File: config.mk
export PLATFORM = sky130hd
export DESIGN_NAME = clwu_unit
export DESIGN_NICKNAME = d
export VERILOG_FILES = /design/src/hdl/clwu_unit.sv
export SDC_FILE = /design/constraint.sdc
export NUM_CORES = 1
export LEC_CHECK = 0
export ABC_AREA = 1
export BUFFER_PORTS_ARGS = -buffer_cell sky130_fd_sc_hd__clkbuf_2
export CORE_MARGIN = 8
export CORE_UTILIZATION = 40
export DETAILED_ROUTE_END_ITERATION = 10
export GPL_TIMING_DRIVEN = 1
export PLACE_DENSITY = 0.68
export SKIP_LAST_GASP = 1
export SYNTH_ARGS = -nofsm -noshare
export SYNTH_HDL_FRONTEND = slang
export SYNTH_SLANG_ARGS = --single-unit
File: constraint.sdc
create_clock -name clk -period 6.75 [get_ports clk]
set_input_delay 1.0125 -clock clk [delete_from_list [all_inputs] [get_ports clk]]
set_output_delay 1.0125 -clock clk [all_outputs]
set_load 0.02 [all_outputs]
File: src/hdl/clwu_unit.sv
// Shared arithmetic unit: difference, then one multiplier that squares or scales it.
`default_nettype none
module clwu_unit (
  input  wire logic               clk,
  input  wire logic               square,
  input  wire logic signed [15:0] sample,
  input  wire logic signed [15:0] weight,
  input  wire logic [15:0]        learning_rate,
  output logic signed [33:0]      prod,
  output logic signed [15:0]      weight_out
);

  logic signed [16:0] diff;
  logic signed [15:0] weight_d;
  logic               square_d;
  logic signed [16:0] mult_b;

  // The same multiplier serves the distance search and the weight update.
  assign mult_b = square_d ? diff : $signed({1'b0, learning_rate});

  always_ff @(posedge clk) begin
    diff       <= {sample[15], sample} - {weight[15], weight};
    weight_d   <= weight;
    square_d   <= square;
    prod       <= 34'(diff) * 34'(mult_b);
    weight_out <= weight_d;
  end

endmodule
`default_nettype wire

==> results.cfg <==
[setup_path]
crit_fanout = 9
critPathMostFrequentCell = fa_1
arrival_ns = 6.71
cp_slowest_cell = fa_1
max_stage_delay_ns = 0.60
critPathCaptureType = flop
crit_required_ns = 7.02
startpoint_type = primary input
path_class = in2reg

[synth]
ys_ff_latch = 84
synth.cell_area_um2 = 14300
synth_cells = 1733
ys_types = 40
seq_area_frac_synth_pct = 11.7
avgSynthCellArea_um2 = 8.28
yosysWarnings = 0
synth_nets = 2181

[sta]
tightest_slew_ns = 0.567
post-route-period-util_pct = 95.5
timing.fmax_mhz = 155
slew_headroom_pct = 62.1
fin_skew_ns = 0.00962
period_needed_ns = 6.45
slew_violations = 0
setup_viol = 0
rsz0062_at_grt = false
hold_viol_final = 0

[clocking]
clock_latency_ns = 0.37
clock_path_buffers = 2
postCtsSetupBuffers = 0
cts_tree = built
cts_hold_buffers = 0
path_clk_slew_ns = 0.07
cts-htree-levels = 3
cts_num_sinks = 84
cts_buffers = 9
ctsResizeCount = 0
clockRootBuffer = clkbuf_16

[job]
maxCapViolations = 0

[min_path]
hold_class = reg2reg

[layout]
syn_to_final_growth_pct = 10.4
fillers = 3507
seqCellArea_um2 = 1680
final_net_count = 2303
n_antenna_cell = 0
fin_cells = 2321
multi_input_area_um2 = 10800
drive_gt1_share_pct = 12.5

[die]
fp.coreArea_um2 = 35500
chipHeight_um = 205
die_area_um2 = 42200
ios = 100
fp.dieW_um = 205
row_count = 69
start_util_pct = 40.4

[global_routing]
overflow = 0
grt_max_degree = 18
grt_pass1_wl_um = 62700
grt_use_total_pct = 19.1
antenna_found_initial = 0
grt_pass1_vias = 12500

[drt]
drt_iter0_drc = 725
wl_um = 37400
first_pass_iters = 5
viasPerCell = 4.87
avgRoutedWirePerCell_um = 16.1
ant_nets = 0
via_count = 11300
drc = 0

[placed_design]
portBuffers = 99
dp_hpwl_um = 33100
gp_congestion = 0.955
dp_cells = 2305

[status]
outcome = completed
==> logic make-up after synthesis <==
kind of cell | synth area share (%)
AOI/OAI and AO/OA | 4.39
adders and majority gates | 50.3
and+or+nand+nor | 18.4
DFF | 11.7
buffers and inverters | 13.2
xor gates and xnor gates | 2.08
==> sequential cells by signal, indices dropped and copies added (netlist names) <==
signal	cells
diff	17
prod	34
square_d	1
weight_d	16
weight_out	16
==> worst max-delay path, delay by kind of cell <==
kind	cells	cell delay [ns]
buffers and inverters	6	0.62
AOI/OAI and AO/OA	2	0.35
and+or+nand+nor	10	1.29
adders and majority gates	7	3.45
==> cell usage in the layout, fill, tap and decap left out, types with 3 or more instances in the layout <==
cell,Yosys,final
a21oi_4,6,6
nor3_2,5,5
clkinv_2,0,3
nor2_4,4,4
fa_1,297,297
inv_6,1,3
xnor2_1,6,6
ha_1,101,101
nand3b_1,3,3
nand3_1,39,39
and2_1,3,3
inv_1,429,429
buf_4,5,46
nor2_1,226,226
nor2_2,6,6
a21o_1,4,4
inv_2,18,18
dfxtp_1,84,84
a21oi_1,46,46
nand2_1,323,323
o21bai_1,8,8
nand2_2,13,13
clkbuf_2,3,99
xor2_1,28,28
o21ai_0,14,14
clkbuf_16,0,9
nand4_1,11,11
o21ai_2,6,6
a21oi_2,6,6
==> synth_stat cells, drive strengths merged <==
| cell type | number | share of area [%] |
|---|---|---|
| a21o | 4 | 0.21 |
| a21oi | 58 | 2.7 |
| and2 | 5 | 0.25 |
| buf | 21 | 1.1 |
| clkbuf | 13 | 0.37 |
| clkinv | 1 | 0.026 |
| dfxtp | 84 | 12 |
| fa | 297 | 41 |
| ha | 101 | 8.8 |
| inv | 448 | 12 |
| nand2 | 336 | 9.0 |
| nand3 | 41 | 1.5 |
| nand3b | 3 | 0.16 |
| nand4 | 11 | 0.48 |
| nor2 | 236 | 6.5 |
| nor3 | 7 | 0.42 |
| o211ai | 1 | 0.087 |
| o21a | 1 | 0.052 |
| o21ai | 21 | 0.89 |
| o21bai | 9 | 0.50 |
| or2 | 1 | 0.044 |
| xnor2 | 6 | 0.37 |
| xor2 | 28 | 1.7 |
==> layer usage <==
metal	wire length, um	up-vias	part of all wire [%]	global-route usage (%)
met3	2520	72	6.8	3.49
met1	14800	5610	40	22.8
met5	0	-	0	0
li1	-	5271	-	-
met2	18800	347	50	33.7
met4	1230	0	3.3	7.20
==> worst paths after layout <==
kind	cells past startpoint	startpoint	endpoint	slack (ns)
setup / recovery	25	learning_rate[3]	prod[31]	0.30
hold / removal	0	weight_d[0]	weight_out[0]	0.33
setup reg to reg	26	square_d	prod[29]	0.40
hold reg to reg	0	weight_d[0]	weight_out[0]	0.33
==> area by class of cell <==
cell class                 instances  share of cell area (%)
timing repair buffer             145                    5.31
clock inverter                     7                   0.308
multi-input combinational       1166                    68.0
tap                              461                    3.64
inverter                         449                    10.7
sequential                        84                    10.6
clock buffer                       9                    1.42
==> stage by stage <==
stage	utilization, %	hold slack, ns	TNS (ns)	cell area (um^2)	setup slack (ns)
after floorplan	-	0.310	0	14300	0.608
after global placement	43.9	0.311	0	15600	0.0126
after detailed placement	43.9	0.312	-0.0169	15600	-0.0169
after CTS	44.6	0.327	0	15800	0.377
after global routing	44.6	0.332	0	15800	0.0235
final	44.6	0.326	0	15800	0.301
Power is left out: the tool's default activity adds up to more than one toggle a clock period on the data nets, which glitch-free logic cannot reach.
